$ cat config.mk
export PLATFORM = sky130hd
export DESIGN_NAME = hbp_fifo
export DESIGN_NICKNAME = d
export VERILOG_FILES = /design/src/rtl/hbp_fifo.sv
export SDC_FILE = /design/constraint.sdc
export NUM_CORES = 1
export LEC_CHECK = 0
export ABC_AREA = 1
export BUFFER_PORTS_ARGS = -buffer_cell sky130_fd_sc_hd__buf_2
export CORE_MARGIN = 3
export CORE_UTILIZATION = 25
export CTS_BUF_LIST = sky130_fd_sc_hd__clkbuf_16
export DETAILED_ROUTE_END_ITERATION = 6
export PLACE_DENSITY_LB_ADDON = 0.08
export SYNTH_ARGS = -nofsm -noshare
export SYNTH_HDL_FRONTEND = slang
export SYNTH_SLANG_ARGS = --single-unit
$ cat constraint.sdc
create_clock -name clk -period 3.8 [get_ports clk]
set_input_delay 0.19 -clock clk [delete_from_list [all_inputs] [get_ports clk]]
set_output_delay 0.19 -clock clk [all_outputs]
set_load 0.01 [all_outputs]
$ cat src/rtl/hbp_fifo.sv
// hbp_fifo: small register queue, one write and one head read per cycle
// depends on nothing; used for the command queue and the result queue
module hbp_fifo #(
  parameter int WIDTH = 8,
  parameter int DEPTH = 2
) (
  input  logic             clk,
  input  logic             rst_n,
  input  logic             push,
  input  logic [WIDTH-1:0] wr_data,
  output logic             full,
  input  logic             pop,
  output logic [WIDTH-1:0] rd_data,
  output logic             empty
);

  localparam int PtrW = (DEPTH > 1) ? $clog2(DEPTH) : 1;
  localparam int CntW = $clog2(DEPTH + 1);

  logic [WIDTH-1:0] mem_r [DEPTH];
  logic [PtrW-1:0]  wr_ptr_r, wr_ptr_nxt;
  logic [PtrW-1:0]  rd_ptr_r, rd_ptr_nxt;
  logic [CntW-1:0]  count_r, count_nxt;
  logic             do_push, do_pop;

  assign full    = (count_r == CntW'(DEPTH));
  assign empty   = (count_r == '0);
  assign do_push = push && !full;
  assign do_pop  = pop && !empty;
  assign rd_data = mem_r[rd_ptr_r];

  // pointer and count update
  always_comb begin
    wr_ptr_nxt = wr_ptr_r;
    rd_ptr_nxt = rd_ptr_r;
    count_nxt  = count_r;
    if (do_push) begin
      wr_ptr_nxt = (wr_ptr_r == PtrW'(DEPTH - 1)) ? '0 : wr_ptr_r + 1'b1;
    end
    if (do_pop) begin
      rd_ptr_nxt = (rd_ptr_r == PtrW'(DEPTH - 1)) ? '0 : rd_ptr_r + 1'b1;
    end
    case ({do_push, do_pop})
      2'b10:   count_nxt = count_r + 1'b1;
      2'b01:   count_nxt = count_r - 1'b1;
      default: count_nxt = count_r;
    endcase
  end

  always_ff @(posedge clk) begin
    if (!rst_n) begin
      wr_ptr_r <= '0;
      rd_ptr_r <= '0;
      count_r  <= '0;
    end else begin
      wr_ptr_r <= wr_ptr_nxt;
      rd_ptr_r <= rd_ptr_nxt;
      count_r  <= count_nxt;
    end
  end

  // storage, no reset
  always_ff @(posedge clk) begin
    if (do_push) begin
      mem_r[wr_ptr_r] <= wr_data;
    end
  end

endmodule

Word level (Yosys, flattened, before mapping)
Memories as Yosys holds them, arrays and structs flattened. A register that Yosys moved wholly into a read port is not among the register bits.
Index checks and enable logic that the tools add are counted.

word-level totals
  register bits = 4
  RAM bits = 16
  bits of input ports = 12
  logic and storage cells = 24
  memories kept = 1

memory list
  name   words  bits a word  rd ports  clocked after memory_dff  write ports  RTL line  source
  mem_r  2      8            1         1                         1            20        logic [WIDTH-1:0] mem_r [DEPTH];

cells by class
  add/subtract/negate cells = 4
  equal/unequal tests = 3
  multiplexer cells = 7
  reductions and logical operators = 6

operator list
  kind                                                                    number
  1-bit 2-to-1 mux                                                        6
  2-bit equality test (second input constant)                             2
  2-bit one-hot mux with 2 select lines                                   1
  1-bit adder (second input constant)                                     2
  2-bit by 1-bit adder with 2-bit output (second input constant)          1
  2-bit by 1-bit equality test with 1-bit output (second input constant)  1
  1-bit logical AND                                                       2
  1-bit logical NOT                                                       2
  2-bit logical NOT                                                       1
  2-bit nonzero test                                                      1
  2-bit by 1-bit subtractor with 2-bit output (second input constant)     1

Depth between registers and ports, before layout
  depth in word-level cells = 5
  mapped depth = 10
  gate-level depth less buffers = 10

Least setup slack after synthesis
OpenSTA, ideal clock, no wires.

  path type = reg2reg
  start point = register count_r[0]
  end point = memory mem_r[0][0], enable pin
  arrival = 991 ps
  data required time = 3,430 ps
  path slack = 2,439 ps
  stages on the path, launching flop included = 5
  buffers on the path = 0
  cells stage by stage = dfxtp_1 nor2_2 nor2_2 inv_1 nor2_1

between the ends
  cells in the longest elaborated chain, start to end = 5

RTL lines
  what                                    RTL line  source
  from (decl)                             23        logic [CntW-1:0] count_r, count_nxt;
  from (signal assigned)                  58        count_r <= count_nxt;
  2-bit equality test                     26        assign full = (count_r == CntW'(DEPTH));
  named net full                          11        output logic full,
  1-bit logical NOT                       28        assign do_push = push && !full;
  1-bit logical AND                       28
  1-bit 2-to-1 mux                        64        if (do_push) begin
  1-bit 2-to-1 mux (implied by the code)  65        mem_r[wr_ptr_r] <= wr_data;
  to (decl)                               20

The timed path passes the listed nets, and every way through them passes these cells.

Worst setup path in the final report
  start point = register count_r[0]
  end point = memory mem_r[0][6], enable pin

between the ends
  cells in the longest elaborated chain, start to end = 5

RTL lines
  what                                    RTL line
  2-bit equality test                     26
  1-bit logical NOT                       28
  1-bit logical AND                       28
  1-bit 2-to-1 mux                        64
  1-bit 2-to-1 mux (implied by the code)  65

No other way between the ends.

==> impl_metrics.ini <==
[die]
die_y_um = 64.0
design.die.area_sq_mm = 0.00409
num_rows = 20
core_area_sq_mm = 0.00313
start_util_pct = 26.8
fp.dieW_um = 64.0
ios = 22

[clock_tree]
ctsResizeCount = 0
cts.clk_slew.worst_paths_ns = 0.06
htree_levels = 1
cts_buffers = 3
clock_latency_ns = 0.25
cts_tree = built
cts_setup_buffers = 0
clockBufferDepth = 2
clock-sinks = 21
cts_root_buf = clkbuf_16
cts_hold_buf = 0

[worst_hold_path]
worstHoldEndpoint = mem_r[1][4]
whs_path_depth = 1
holdCritStartpoint = wr_data[4]
hold_class = in -> reg

[critical_path]
reg2reg_depth = 4
crit-reg2reg-launch = count_r[0]
regToRegEndpoint = mem_r[0][6]
path_delay_family = simple AND/OR/NAND/NOR gates
reg2reg_slack_ns = 2.24
critical-path-slowest-cell = nor2_1
startpoint_type = flip-flop
path_buf_inv = 1
cp.arrival_ns = 1.44
cpPeakStageDelay_ns = 0.54
crit_top_cell = nor2_2
cp-end-kind = flip-flop
crit_type = reg -> reg
path_cells = nor2_2 > nor2_2 > inv_1 > nor2_1
crit_required_ns = 3.68
worstPathMaxFanout = 8

[pwr]
powerDensity_mw_per_mm2 = 618
p_leak_nw = 0.448
ir_drop_mv = 0.201

[global_route]
grt_pass1_wl_mm = 2.47
grt_pass1_vias = 522
grt_overflow = 0
grt_antenna_before_repair = 0
grt_max_degree = 13
grt_usage_pct = 8.10

[timing]
layout_min_cycle_time_ns = 1.56
tightest_slew_ns = 0.708
period_share_pct = 41.2
tns_ns = 0
setup_viol_count_final = 0
fin_skew_ns = 0.00211
hold_violations = 0
maxSlewViolCount = 0
holdWs_ns = 0.131
slew_headroom_pct = 52.6
fmax_mhz = 639
rsz0062_at_grt = no

[detailed_routing]
drtIter0Drc = 9
ant_nets = 0
firstDrtPassIters = 2
routedWlPerCell_um = 10.8
vias_per_cell = 3.85
dr_total_vias = 512
drc = 0
wirelength_mm = 1.44

[cells_and_area]
nFillCells = 326
multi_input_area_sq_um = 220
final_cell_mix = 21 x buf_2, 16 x edfxtp_1, 9 x nor2_1, 8 x mux2_2
nets = 103
drive_gt1_share_pct = 44.9
regArea_sq_um = 581
final_util_pct = 34.4
diodes = 0
layout_commonest_cell = buf_2
areaGrowthSynthToFinish_pct = 28.0
fin_cells = 133

[synthesis]
ys_warn_count = 0
ys_types = 16
yosysSeqAreaShare_pct = 69.2
syn-num-nets = 78
synth_cells = 65
ys_seq_elements = 21
postSynthAreaPerCell_sq_um = 12.9
syn-cell-area_sq_um = 840

[job]
max_cap_viol_count = 0

[status]
status = complete, no violations

[placed_design]
place_congestion = 0.669
hpwl_mm = 1.09
place_inst = 129
numPortBuffers = 21
routing by layer:
layer / GRT usage, % / part of all wire, % / vias to the layer above
met2: 11.7 / 48 / 13
met1: 10.2 / 43 / 233
li1: - / - / 264
met3: 3.51 / 6.9 / 2
met4: 4.04 / 1.3 / 0
met5: 0 / 0 / -
stage by stage:
step / worst slack, ns / instance area (sq um) / power, mW
finish: 2.24 / 1070 / 0.665
global route: 2.08 / 1070 / 0.711
CTS: 2.19 / 1070 / 0.679
detailed placement: 2.20 / 995 / 0.458
global placement: 2.28 / 995 / 0.457
floorplan: 2.44 / 840 / 0.407
worst reg2reg max path: stages, from the launching register on:
cell     delay [ns]
dfxtp_1        0.40
nor2_2         0.07
nor2_2         0.11
inv_1          0.07
nor2_1         0.54
cell type report:
class | count | area share (%)
sequential | 21 | 54.0
clock buffer | 3 | 6.98
clock inverter | 1 | 0.466
multi-input combinational | 34 | 20.5
inverter | 9 | 3.14
timing repair buffer | 21 | 9.78
tap | 44 | 5.12
state kept, by name, summed over array words and instances, names as in the netlist, named ones only:
| signal | cells |
|---|---|
| rd_ptr_r | 1 |
| mem_r | 16 |
| count_r | 2 |
| wr_ptr_r | 1 |
synth_stat cells:
library cell / n / area (sq um)
edfxtp_1: 16 / 480
nor2_1: 9 / 33.8
mux2_2: 8 / 90.1
inv_1: 7 / 26.3
nand2_1: 7 / 26.3
dfxtp_1: 5 / 100
nor2_2: 3 / 18.8
inv_2: 2 / 7.51
a21oi_1: 1 / 5.00
buf_2: 1 / 5.00
ha_1: 1 / 12.5
nand2_2: 1 / 6.26
nand3_1: 1 / 5.00
nand4_1: 1 / 6.26
nor2_4: 1 / 11.3
o21ai_0: 1 / 5.00
worst max-delay path by stage:
| stage | slack [ns] | to | startpoint | cells past startpoint |
|---|---|---|---|---|
| floorplan | 2.44 | mem_r[0][0] | count_r[0] | 4 |
| global route | 2.08 | mem_r[0][6] | count_r[1] | 5 |
| global placement | 2.28 | mem_r[0][1] | count_r[1] | 5 |
| CTS | 2.19 | mem_r[0][3] | count_r[0] | 4 |
| finish | 2.24 | mem_r[0][6] | count_r[0] | 4 |
| detailed placement | 2.20 | mem_r[0][3] | count_r[1] | 5 |
kinds of logic after synthesis:
kind of cell	synth area share [%]
buffers and inverters	4.62
AO/OA/AOI/OAI	1.19
flip-flops	69.2
adder cells (fa/ha/maj)	1.49
AND/OR/NAND/NOR	12.8
multiplexers	10.7
report_power, final:
part	switching, mW	internal, mW	total (mW)
sequential	0.0201	0.282	0.302
combinational	0.0820	0.0646	0.147
clock	0.0751	0.141	0.216
Power figures use the tool's default switching activity.
