## src/rtl/hbp_pkg.sv

```systemverilog
// hbp_pkg: shared types, codes and constants for the prefix-code bit packer
// used by every module under rtl/ except hbp_fifo, depends on nothing
package hbp_pkg;

  // fixed field widths
  localparam int WORD_W = 32;
  localparam int LEN_W  = 6;
  localparam int BYTE_W = 8;
  localparam int PAD_W  = 4;
  localparam int ACC_W  = 7;
  localparam int CNT_W  = 3;

  // parameter defaults and queue depths
  localparam int DEF_MAX_CODE_LEN = 32;
  localparam int DEF_SYMBOL_COUNT = 256;
  localparam int CMD_DEPTH        = 2;
  localparam int RES_DEPTH        = 4;

  // input request kinds
  typedef enum logic [1:0] {
    KIND_LOAD   = 2'd0,
    KIND_ENCODE = 2'd1,
    KIND_FLUSH  = 2'd2
  } kind_t;

  // result status codes
  typedef enum logic [1:0] {
    ST_DATA    = 2'd0,
    ST_FINAL   = 2'd1,
    ST_UNKNOWN = 2'd2
  } status_t;

  // classified commands for the packing back end
  typedef enum logic [1:0] {
    OP_ENCODE  = 2'd0,
    OP_FLUSH   = 2'd1,
    OP_UNKNOWN = 2'd2
  } op_t;

  typedef struct packed {
    op_t               op;
    logic [WORD_W-1:0] word;
    logic [LEN_W-1:0]  len;
  } cmd_t;

  typedef struct packed {
    logic [BYTE_W-1:0] data;
    logic [PAD_W-1:0]  pad;
    status_t           status;
    logic              last;
  } res_t;

endpackage

```

## src/rtl/hbp_back.sv

```systemverilog
// hbp_back: bit accumulator and byte packer, at most one result per cycle while
// res_full is low; depends on hbp_pkg; fed by the command queue, feeds the result queue
module hbp_back (
  input  logic          clk,
  input  logic          rst_n,
  input  logic          cmd_empty,
  input  hbp_pkg::cmd_t cmd_data,
  output logic          cmd_pop,
  output logic          res_push,
  output hbp_pkg::res_t res_data,
  input  logic          res_full
);
  import hbp_pkg::*;

  logic              work_valid_r, work_valid_nxt;
  op_t               op_r, op_nxt;
  logic [WORD_W-1:0] w_r, w_nxt;
  logic [LEN_W-1:0]  rem_r, rem_nxt;
  logic [ACC_W-1:0]  acc_r, acc_nxt;
  logic [CNT_W-1:0]  cnt_r, cnt_nxt;

  logic [3:0]        need;
  logic              emit, aft_fin, finish;
  logic [14:0]       acc_sh, acc_psh;
  logic [7:0]        top, enc_byte;
  logic [WORD_W-1:0] w_aft;
  logic [LEN_W-1:0]  rem_aft;
  logic [ACC_W-1:0]  acc_aft, acc_part;
  logic [CNT_W-1:0]  cnt_part;

  // byte assembly from pending bits and the head of the code
  assign top      = w_r[WORD_W-1 -: 8];
  assign need     = 4'd8 - {1'b0, cnt_r};
  assign emit     = (rem_r >= {2'b00, need});
  assign acc_sh   = {8'b0, acc_r} << need;
  assign enc_byte = acc_sh[7:0] | (top >> cnt_r);
  assign w_aft    = w_r << need;
  assign rem_aft  = rem_r - {2'b00, need};
  assign aft_fin  = (rem_aft < LEN_W'(8));
  assign acc_aft  = ACC_W'(w_aft[WORD_W-1 -: 8] >> (4'd8 - {1'b0, rem_aft[2:0]}));

  // leftover bits that do not complete a byte
  assign acc_psh  = {8'b0, acc_r} << rem_r[2:0];
  assign acc_part = acc_psh[ACC_W-1:0] | ACC_W'(top >> (4'd8 - {1'b0, rem_r[2:0]}));
  assign cnt_part = cnt_r + rem_r[2:0];

  // one step of the current command
  always_comb begin
    res_push       = 1'b0;
    res_data       = '0;
    finish         = 1'b0;
    acc_nxt        = acc_r;
    cnt_nxt        = cnt_r;
    w_nxt          = w_r;
    rem_nxt        = rem_r;
    op_nxt         = op_r;
    work_valid_nxt = work_valid_r;
    if (work_valid_r && !res_full) begin
      case (op_r)
        OP_ENCODE: begin
          if (emit) begin
            res_push        = 1'b1;
            res_data.data   = enc_byte;
            res_data.status = ST_DATA;
            res_data.last   = aft_fin;
            if (aft_fin) begin
              finish  = 1'b1;
              acc_nxt = acc_aft;
              cnt_nxt = rem_aft[2:0];
            end else begin
              w_nxt   = w_aft;
              rem_nxt = rem_aft;
              acc_nxt = '0;
              cnt_nxt = '0;
            end
          end else begin
            finish  = 1'b1;
            acc_nxt = acc_part;
            cnt_nxt = cnt_part;
          end
        end
        OP_FLUSH: begin
          res_push        = 1'b1;
          res_data.data   = acc_sh[7:0];
          res_data.pad    = need;
          res_data.status = ST_FINAL;
          res_data.last   = 1'b1;
          finish          = 1'b1;
          acc_nxt         = '0;
          cnt_nxt         = '0;
        end
        default: begin
          res_push        = 1'b1;
          res_data.status = ST_UNKNOWN;
          res_data.last   = 1'b1;
          finish          = 1'b1;
        end
      endcase
    end
    // take the next command when idle or as the current one ends
    cmd_pop = (!work_valid_r || finish) && !cmd_empty;
    if (cmd_pop) begin
      work_valid_nxt = 1'b1;
      op_nxt         = cmd_data.op;
      w_nxt          = cmd_data.word << (LEN_W'(WORD_W) - cmd_data.len);
      rem_nxt        = cmd_data.len;
    end else if (finish) begin
      work_valid_nxt = 1'b0;
    end
  end

  always_ff @(posedge clk) begin
    if (!rst_n) begin
      work_valid_r <= 1'b0;
      acc_r        <= '0;
      cnt_r        <= '0;
    end else begin
      work_valid_r <= work_valid_nxt;
      acc_r        <= acc_nxt;
      cnt_r        <= cnt_nxt;
    end
  end

  always_ff @(posedge clk) begin
    op_r  <= op_nxt;
    w_r   <= w_nxt;
    rem_r <= rem_nxt;
  end

endmodule

```

## config.mk

```make
export PLATFORM = sky130hd
export DESIGN_NAME = hbp_back
export DESIGN_NICKNAME = d
export VERILOG_FILES = /design/src/rtl/hbp_pkg.sv /design/src/rtl/hbp_back.sv
export SDC_FILE = /design/constraint.sdc
export NUM_CORES = 1
export LEC_CHECK = 0
export BUFFER_PORTS_ARGS = -buffer_cell sky130_fd_sc_hd__buf_2
export CORE_UTILIZATION = 56
export CTS_BUF_LIST = sky130_fd_sc_hd__clkbuf_8
export DETAILED_ROUTE_END_ITERATION = 6
export PLACE_DENSITY = 0.76
export SLEW_MARGIN = 0
export SYNTH_ARGS = -nofsm -noshare
export SYNTH_HDL_FRONTEND = slang
export SYNTH_SLANG_ARGS = --single-unit
```

## constraint.sdc

```tcl
create_clock -name clk -period 16.6 [get_ports clk]
set_input_delay 2.49 -clock clk [delete_from_list [all_inputs] [get_ports clk]]
set_output_delay 2.49 -clock clk [all_outputs]
set_load 0.01 [all_outputs]
```

# Word-level counts from Yosys, hierarchy flattened
# Cells that the tools add are included.
[op_classes]
n_mul = 0
bitwise_logic = 2
div_mod_pow = 0
eq_ne = 2
n_addsub = 6
order_cmp = 2
mux = 31
n_reduce_logical = 14
n_shift = 7
[ops]
columns = ["cell", "n"]
rows = [
  ["32-bit two-way mux", 5],
  ["32-bit by 4-bit << shifter with 32-bit output", 1],
  ["32-bit by 6-bit << shifter with 32-bit output", 1],
  ["6-bit two-way mux", 5],
  ["8-bit case mux with 2 select lines", 1],
  ["8-bit by 4-bit >> shifter with 7-bit output", 2],
  ["15-bit two-way mux", 1],
  ["7-bit two-way mux", 2],
  ["7-bit case mux with 2 select lines", 1],
  ["3-bit case mux with 2 select lines", 2],
  ["4-bit by 3-bit subtractor with 4-bit output (first input constant)", 3],
  ["1-bit two-way mux", 10],
  ["2-bit nonzero test", 5],
  ["8-bit two-way mux", 1],
  ["8-bit bitwise OR", 1],
  ["7-bit by 4-bit << shifter with 8-bit output", 1],
  ["8-bit by 3-bit >> shifter with 8-bit output", 1],
  ["7-bit bitwise OR", 1],
  ["7-bit by 3-bit << shifter with 7-bit output", 1],
  ["6-bit by 4-bit >= comparator with 1-bit output", 1],
  ["6-bit by 4-bit < comparator with 1-bit output (second input constant)", 1],
  ["3-bit two-way mux", 2],
  ["6-bit by 4-bit subtractor with 6-bit output", 1],
  ["6-bit subtractor (first input constant)", 1],
  ["other kinds (10)", 13],
]
[word_totals]
ramBits = 0
in_bits = 44
wordCells = 70
latch_bits = 0
output_inout_bits = 17
n_memories = 0
rom_bits = 0
ff_bits = 51

# Longest topological paths before layout
# Gate-level depths: netlist (run 1).
[logic_depth]
depth_word = 11
ltp_mapped = 18
mapped_depth_nobuf = 11

# Worst setup path after synthesis (run 1)
# Ideal clock, no wire load.
[synth_path]
kind = "register to output"
startpoint = "reg cnt_r[1]"
endpoint = "out cmd_pop"
stages_incl_launch_ff = 19
arrival_time_ns = 4.569
slack_ns = 9.541
t_required_ns = 14.110
n_path_buf = 7
cell_sequence = "dfxtp_1 clkbuf_1 clkbuf_1 inv_1 ha_1 buf_2 buf_1 buf_1 inv_1 ha_1 nor2b_1 or2_2 maj3_1 xor2_1 o22ai_2 o31ai_4 buf_6 buf_6 inv_2"
[synth_via]
elab_chain_cells = 9
word_cells_on_any_way = 10
classes_between = "add/sub (2); order compare (2); mux (4); reduce/logical (2)"
[synth_rtl]
columns = ["item", "line", "text"]
rows = [
  ["from (decl)", "hbp_back.sv:20", "logic [CNT_W-1:0] cnt_r, cnt_nxt;"],
  ["from (signal assigned)", "hbp_back.sv:120", "cnt_r <= cnt_nxt;"],
  ["4-bit by 3-bit subtractor with 4-bit output *", "hbp_back.sv:33", "assign need = 4'd8 - {1'b0, cnt_r};"],
  ["6-bit by 4-bit subtractor with 6-bit output", "hbp_back.sv:38", "assign rem_aft = rem_r - {2'b00, need};"],
  ["6-bit by 4-bit < comparator with 1-bit output", "hbp_back.sv:39", "assign aft_fin = (rem_aft < LEN_W'(8));"],
  ["1-bit two-way mux", "hbp_back.sv:66", "if (aft_fin) begin"],
  ["1-bit two-way mux *", "hbp_back.sv:61", "if (emit) begin"],
  ["1-bit two-way mux *", "hbp_back.sv:59", "case (op_r)"],
  ["1-bit two-way mux *", "hbp_back.sv:58", "if (work_valid_r && !res_full) begin"],
  ["1-bit logical OR *", "hbp_back.sv:101", "cmd_pop = (!work_valid_r || finish) && !cmd_empty;"],
  ["1-bit logical AND *", "hbp_back.sv:101", ""],
  ["to (decl)", "hbp_back.sv:8", "output logic cmd_pop,"],
]
# Every way passes the cells marked *; elsewhere a longest branch is shown, timed or not.

# Final worst setup path (run 1)
# Same ends and word-level chain as after synthesis.

==> flow_summary.toml, run 1 <==
[floorplanning]
die-area_um2 = 12900
core_area_um2 = 12100
dieHeight_um = 113
io_pins = 61
row_count = 40
initial_core_util = 0.577
dieWidth_um = 113

[yosys]
synth.most_common_cell = "nand2_1"
synth_fp_nets = 866
yosysTopAreaCellShare = 0.173
synth_area_um2 = 6960
synth.top_cells.by_count = "nand2_1 (125), mux2i_1 (116), nor2_1 (61)"
synth_edf_count = 40
synth_largest_area_cell = "edfxtp_1"
ys_seq_area_frac = 0.204
synth_area_per_cell_um2 = 8.57
ys.flop_type = "edfxtp_1"
ys_ff_latch = 51
ys_types = 75
synth.area.top_cells = "edfxtp_1 (17%), mux2i_1 (17%), mux4_2 (11%), nand2_1 (6.7%), a21oi_1 (3.6%)"
yosys_warnings = 0
ys_async_sr_fraction = 0
netlist_instances = 812

[global_route]
antenna_found_initial = 0
grt-ovfl-total = 0
grtUsageTotal = 0.310
grt_pass1_vias = 6204
grt_pass1_wl_um = 31700
grt_max_degree = 59

[placement]
hpwl_um = 15100
port_buffers = 60
gp_congestion = 0.979

[routing]
routed_wl_um = 19500
post_drt_via_cell_ratio = 6.65
vias = 6604
dr.first_iter.drc_count = 772
drc = 0
wl_per_cell_um = 19.7
ant_nets = 0
dr.pass1.iters = 6

[cts]
tritoncts = "yes"
post_cts_resized = 0
cts.sinks = 51
cts_hold_buffers = 0
cts_buffers = 5
clockBufferDepth = 2
htreeDepth = 2
clock_latency_ns = 0.32
cts-root-buf = "clkbuf_8"
cts_setup_buffers = 0
cts.clk_slew.worst_paths_ns = 0.10

[min_path]
hold_path_depth = 2
hold_path.class = "register to register"
holdPathEnd = "acc_r[6]"
hp-start = "acc_r[6]"

[layout]
antenna_cells = 0
drive_above_1_share = 0.190
fillCellCount = 1052
seqCellArea_um2 = 1420
syn_to_final_growth_pct = 5.86
layout.nets = 878
multi_input_area_um2 = 5180

[sta]
drv_slew = 0
finalSetupTns_ns = 0
slew_headroom = 0.205
setup_viol = 0
maxClockFrequency_mhz = 124
holdWs_ns = 0.635
clock_skew_ns = 0.0127
finalHoldViolCount = 0
fin_crit_sh = 0.486
tightest_slew_ns = 1.19
post-route-min-period_ns = 8.06
rsz0062_at_grt = "false"

[power_and_ir_drop]
leakage_uw = 0.00289
powerDensity_nw_per_um2 = 65.4
irDropWorstVdd_v = 0.0000373

[critical_path]
crit_arrival_ns = 5.57
endpoint_kind = "primary output"
rr_worst_depth = 11
worst-setup-path-type = "register to primary output"
r2r-start = "cnt_r[1]"
regToRegEndpoint = "w_r[23]"
worstPathRequired_ns = 14.11
path_max_fanout = 46
regToRegSetupSlack_ns = 10.79
cp-start-kind = "register"

[run]
drv_cap = 0

[outcome]
status = "finished, final reports clean"
==> power by group <==
group	leakage [uW]	internal, uW	switching (uW)
Combinational	0.00236	98.4	136
Clock	0.0000415	28.8	44.6
Sequential	0.000489	155	19.0
Total	0.00289	282	200
==> cell families after synthesis <==
logic type	count (synthesis)	synth area share
AOI/OAI and AO/OA	191	0.189
xor gates and xnor gates	18	0.0257
adders and majority gates	13	0.0248
buffers and inverters	87	0.0561
DFF	51	0.204
muxes	180	0.325
and+or+nand+nor	272	0.175
==> area by class of cell <==
type	count	area share
multi-input cells	674	0.703
flip-flops and latches	51	0.193
repair buffers	73	0.0540
well taps	168	0.0285
inverters	19	0.00968
clock buffers	5	0.00934
clock inverters	3	0.00221
==> sequential cells by signal, summed over array words and instances, names as in the netlist <==
name and count:
work_valid_r 1, acc_r 7, w_r 32, rem_r 6
cnt_r 3, op_r 2
==> worst max path at each step <==
stage / start / endpoint / cells past startpoint
2_1_floorplan: cnt_r[1] / cmd_pop / 18
3_3_place_gp: cnt_r[1] / cmd_pop / 13
3_5_place_dp: cnt_r[1] / cmd_pop / 13
4_1_cts: cnt_r[1] / cmd_pop / 13
5_1_grt: cnt_r[1] / cmd_pop / 13
6_report: cnt_r[1] / cmd_pop / 13
==> per-stage QoR <==
step                      cells  setup slack (ns)   util  cell area [um2]  power, uW
after CTS                   993              8.57  0.611             7370        476
after global routing        993              8.15  0.611             7370        507
after global placement      985              9.23  0.604             7280        398
final                       993              8.54  0.611             7370        482
after detailed placement    985              8.94  0.604             7280        404
after floorplan             812              9.54      -             6960        345
==> placed cells by master (no fill, tap or decap), types with 8 or more instances in the layout <==
| cell type | n |
|---|---|
| a32oi_1 | 15 |
| mux4_2 | 34 |
| a21oi_1 | 49 |
| edfxtp_1 | 40 |
| mux2i_1 | 116 |
| o22ai_1 | 10 |
| buf_2 | 60 |
| buf_4 | 13 |
| inv_1 | 17 |
| o21ai_0 | 38 |
| nor3_1 | 14 |
| nand3_1 | 18 |
| xnor2_1 | 9 |
| and2_1 | 10 |
| mux2_2 | 22 |
| a22oi_1 | 10 |
| nor2_1 | 61 |
| nor2b_1 | 14 |
| nand2_1 | 125 |
| dfxtp_1 | 10 |
| mux2_1 | 8 |
| a211oi_1 | 16 |
==> worst max-delay path, stage by stage, from the launching register on <==
cell and delay, ns:
dfxtp_1 0.80, inv_1 0.15, ha_2 1.08, inv_1 0.31
ha_1 0.38, nor2b_1 0.15, or2_2 0.32, maj3_1 0.40
xor2_1 0.24, o22ai_2 0.27, o31ai_4 0.30, buf_4 0.54
inv_2 0.12, buf_2 0.17
==> metal layers <==
| layer | share of wire | routed length [um] | track usage | up-vias |
|---|---|---|---|---|
| met5 | 0 | 0 | 0 | - |
| met4 | 0.036 | 696 | 0.129 | 0 |
| met3 | 0.070 | 1380 | 0.0276 | 53 |
| met2 | 0.48 | 9290 | 0.519 | 362 |
| met1 | 0.42 | 8180 | 0.415 | 3121 |
| li1 | - | - | - | 3068 |
No activity file was read; power rests on OpenSTA's default activity.
==> run 2, diff against run 1 <==
clock period = 8 ns   (was 16.6 ns; I/O delays follow)
==> run 2 against run 1 <==
Against the previous run:
- non-clock buffer count up 2
- clock power up 110%
- worst hold slack gained 0.0099 ns
- cell count up 0.20%
- clock skew shrank 0.0064 ns
- sequential power up 110%
- routed wire length decreased by 2.7%
- combinational power grew 100%
- first-iteration DRC count is 16% lower
- register-to-register slack got worse by 7.9 ns
==> flow_summary.toml, run 2 (same netlist as run 1, synthesis figures left out) <==
[layout]
syn_to_final_growth_pct = 6.11
layout.nets = 880
seqCellArea_um2 = 1420
finish.utilization = 0.612
fin_cells = 995
mostFrequentLayoutCells = "nand2_1 (125), mux2i_1 (116), nor2_1 (61)"
layout_commonest_cell = "nand2_1"
antenna_cells = 0
multi_input_area_um2 = 5180
top_register = "w_r"
fillCellCount = 1046
largestRegisters = "w_r x32, acc_r x7, rem_r x6"
largest_reg_flops = 32
drive_above_1_share = 0.193

[placement]
dp.cells = 987
gp_congestion = 0.886
place_ws_ns = 2.39
hpwl_um = 14600
port_buffers = 60

[critical_path]
endpoint_kind = "primary output"
regToRegSetupSlack_ns = 2.92
slowest_stage = "dfxtp_1"
regToRegEndpoint = "w_r[10]"
rr_worst_depth = 11
path_max_fanout = 45
cp-start-kind = "register"
cp_num_cells = 13
r2r-start = "cnt_r[1]"
crit_arrival_ns = 4.78
path_delay_family = "buffers and inverters"
worstPathRequired_ns = 6.80
crit_end = "cmd_pop"
cp_slowest_stage_delay_ns = 0.82
crit_path_start = "cnt_r[1]"
path_cells = "inv_1 -> ha_2 -> buf_4 -> fa_1 -> clkinv_1 -> o21a_1 -> maj3_2 -> a2111oi_4 -> o22ai_2 -> o31ai_4 -> buf_4 -> inv_2 -> buf_2"
worst-setup-path-type = "register to primary output"
worst_path_most_repeated_cell = "buf_4"
cp.buffers_inverters = 6

[global_route]
grt-ovfl-total = 0
antenna_found_initial = 0
grt_pass1_wl_um = 30900
grt_pass1_vias = 6042
grtUsageTotal = 0.299
grt_max_degree = 59

[routing]
dr.first_iter.drc_count = 645
dr.pass1.iters = 7
wl_per_cell_um = 19.1
drc = 0
post_drt_via_cell_ratio = 6.63
ant_nets = 0
routed_wl_um = 19000
vias = 6593

[cts]
clock_latency_ns = 0.31
cts_buffers = 5
htreeDepth = 2
cts_setup_buffers = 0
cts.clk_slew.worst_paths_ns = 0.10
cts-root-buf = "clkbuf_8"
cts_hold_buffers = 0
cts.sinks = 51
clockBufferDepth = 2
post_cts_resized = 0
tritoncts = "yes"

[floorplanning]
die-area_um2 = 12900
io_pins = 61
initial_core_util = 0.577
row_count = 40
dieWidth_um = 113
dieHeight_um = 113
core_area_um2 = 12100

[power_and_ir_drop]
leakage_uw = 0.00290
irDropWorstVdd_v = 0.0000838
powerDensity_nw_per_um2 = 134

[sta]
clock_skew_ns = 0.00633
drv_slew = 0
setup_viol = 0
rsz0062_at_grt = "false"
maxClockFrequency_mhz = 167
tightest_slew_ns = 1.21
finalHoldViolCount = 0
finalSetupTns_ns = 0
fin_crit_sh = 0.748
post-route-min-period_ns = 5.98
timing.final.ws_setup_ns = 2.02
slew_headroom = 0.191

[min_path]
hold_path.class = "register to register"
hp-start = "acc_r[3]"

[outcome]
status = "finished, final reports clean"

[run]
drv_cap = 0
[run 2: changes by cell type in the layout (fill, tap and decap cells not counted)]
cell        change
inv_1           -1
clkinv_2        +1
inv_6           +1
buf_4           +2
clkinvlp_4      -1
[run 2: through the flow]
step | hold WS, ns | cell area [um2] | total power (uW)
2_1_floorplan | 0.502 | 6960 | 717
3_3_place_gp | 0.603 | 7300 | 822
3_5_place_dp | 0.627 | 7300 | 832
4_1_cts | 0.641 | 7390 | 982
5_1_grt | 0.673 | 7390 | 1050
6_report | 0.645 | 7390 | 992
[run 2: metal layers]
layer  wire length (um)  vias up  global-route usage
met4                729        0               0.122
met1               8300     3107               0.421
met5                  0        -                   0
li1                   -     3073                   -
met2               8530      353               0.465
met3               1450       60              0.0404
[run 2: power by group]
group | leakage (uW) | internal (uW) | switching (uW)
Sequential | 0.000489 | 322 | 42.3
Combinational | 0.00237 | 204 | 274
Clock | 0.0000445 | 61.5 | 89.1
Total | 0.00290 | 587 | 405
[run 2: final cells by class]
cell class	instances	share of cell area
multi-input cells	674	0.702
flip-flops and latches	51	0.193
repair buffers	75	0.0559
well taps	168	0.0285
inverters	19	0.00965
clock buffers	5	0.00932
clock inverters	3	0.00254
[run 2: worst min path at each step]
stage / end / slack, ns / cells after the start
2_1_floorplan: acc_r[5] / 0.50 / 2
3_3_place_gp: acc_r[3] / 0.60 / 2
3_5_place_dp: acc_r[3] / 0.63 / 2
4_1_cts: acc_r[3] / 0.64 / 2
5_1_grt: acc_r[3] / 0.67 / 2
6_report: acc_r[3] / 0.64 / 2
[run 2: worst reg2reg max path: stages (launching register included)]
cell       delay [ns]
dfxtp_1          0.82
inv_1            0.15
ha_2             0.36
buf_4            0.49
fa_1             0.35
clkinv_1         0.11
o21a_1           0.12
maj3_2           0.33
a2111oi_4        0.37
o22ai_2          0.28
o31a_1           0.40
a21oi_4          0.90
==> run 3, diff against run 2 <==
clock period = 6.1 ns   (was 8 ns; I/O delays follow)
==> run 3 against run 2 <==
Against the previous run:
- sequential power increased by 30%
- register-to-register slack got worse by 1.7 ns
- clock skew is 0.010 ns higher
- worst setup slack worse by 1.1 ns
- highest routed layer unchanged
- sequential share of layout area down 0.15 points
- largest cell class unchanged
- combinational power is 33% higher
- cell count is the same
- core utilization rose by 0.47 points
==> flow_summary.toml, run 3 (same netlist as run 1, synthesis figures left out) <==
[layout]
syn_to_final_growth_pct = 6.92
drive_above_1_share = 0.192
largestRegisters = "w_r x32, acc_r x7, rem_r x6"
mostFrequentLayoutCells = "nand2_1 (125), mux2i_1 (116), nor2_1 (61)"
antenna_cells = 0
largest_reg_flops = 32
layout.nets = 880
top_register = "w_r"
layout_commonest_cell = "nand2_1"
fillCellCount = 1023
fin_area_um2 = 7440

[routing]
wl_per_cell_um = 19.8
ant_nets = 0
dr.pass1.iters = 6
drc = 0
post_drt_via_cell_ratio = 6.62
routed_wl_um = 19700
dr.first_iter.drc_count = 674
vias = 6588

[floorplanning]
core_area_um2 = 12100
initial_core_util = 0.577
io_pins = 61
row_count = 40
die-area_um2 = 12900
dieHeight_um = 113
dieWidth_um = 113

[sta]
drv_slew = 0
maxClockFrequency_mhz = 195
slew_headroom = 0.333
holdWs_ns = 0.628
tightest_slew_ns = 0.999
finalSetupTns_ns = 0
clock_skew_ns = 0.0167
setup_viol = 0
post-route-min-period_ns = 5.14
finalHoldViolCount = 0
fin_crit_sh = 0.842
rsz0062_at_grt = "false"

[min_path]
hold_path.class = "register to register"
holdPathEnd = "acc_r[5]"
hold_path_depth = 2
hp-start = "acc_r[5]"

[critical_path]
path_delay_family = "adder cells"
worst-setup-path-type = "register to primary output"
crit_arrival_ns = 4.22
regToRegEndpoint = "rem_r[5]"
cp_slowest_stage_delay_ns = 0.55
path_max_fanout = 23
cp.buffers_inverters = 4
rr_worst_depth = 12
slowest_stage = "o22ai_2"
cp_num_cells = 12
endpoint_kind = "primary output"
regToRegSetupSlack_ns = 1.27
cp-start-kind = "register"
worstPathRequired_ns = 5.18
worst_path_most_repeated_cell = "inv_1"
r2r-start = "cnt_r[0]"
path_cells = "inv_1 -> ha_2 -> inv_1 -> ha_1 -> nor2b_1 -> or2_2 -> maj3_1 -> xor2_1 -> o22ai_2 -> o31ai_4 -> inv_2 -> buf_2"

[placement]
gp_congestion = 0.944
dpl_cell_area_um2 = 7310
port_buffers = 60
hpwl_um = 14900

[cts]
htreeDepth = 2
cts-root-buf = "clkbuf_8"
post_cts_resized = 0
clock_latency_ns = 0.33
cts.clk_slew.worst_paths_ns = 0.11
tritoncts = "yes"
cts_setup_buffers = 0
cts_buffers = 5
cts_hold_buffers = 0
clockBufferDepth = 2
cts.sinks = 51

[global_route]
grt-ovfl-total = 0
grt_max_degree = 58
grtUsageTotal = 0.310
antenna_found_initial = 0
grt_pass1_vias = 6147
grt_pass1_wl_um = 31700

[outcome]
status = "finished, final reports clean"

[run]
drv_cap = 0

[power_and_ir_drop]
powerDensity_nw_per_um2 = 187
leakage_uw = 0.00293
irDropWorstVdd_v = 0.000105
[run 3: changes by cell type in the layout (fill, tap and decap cells not counted), sizes merged]
cell and delta:
clkinv -1, bufinv +2, clkinvlp -1
[run 3: tightest hold or removal path: stages, from the launching register on]
cell and delay, ns:
dfxtp_1 0.43, a32oi_1 0.09, o21ai_0 0.08
[run 3: layout make-up]
cell class              count  area, um2  share of cell area
flip-flops and latches     51       1420               0.191
multi-input cells         674       5190               0.698
clock buffers               5       68.8             0.00925
inverters                  19       71.3             0.00958
repair buffers             75        413              0.0555
clock inverters             3       63.8             0.00857
well taps                 168        210              0.0282
[run 3: per-stage QoR]
| step | std cells | total power, uW | worst slack [ns] | utilization |
|---|---|---|---|---|
| final | 995 | 1390 | 0.964 | 0.617 |
| after global routing | 995 | 1460 | 0.718 | 0.617 |
| after CTS | 995 | 1380 | 1.04 | 0.617 |
| after detailed placement | 987 | 1090 | 1.36 | 0.606 |
| after global placement | 987 | 1080 | 1.52 | 0.606 |
| after floorplan | 812 | 940 | 0.434 | - |
[run 3: report_power, final]
part           switching, uW  internal [uW]
combinational            367            269
sequential              51.9            421
clock                    121            162
[run 3: how the worst max path moves through the flow]
stage               slack, ns  startpoint  endpoint
floorplan                0.43    cnt_r[1]  rem_r[0]
global placement         1.52    cnt_r[0]    w_r[4]
detailed placement       1.36    cnt_r[1]    w_r[1]
CTS                      1.04    cnt_r[0]   cmd_pop
global route             0.72    cnt_r[1]   cmd_pop
finish                   0.96    cnt_r[0]   cmd_pop
[run 3: layer usage]
metal	wire length, um	global-route usage	vias to the layer above	share of wire
li1	-	-	3079	-
met3	1570	0.0324	36	0.080
met1	8270	0.425	3133	0.42
met2	9400	0.513	340	0.48
met5	0	0	-	0
met4	459	0.100	0	0.023
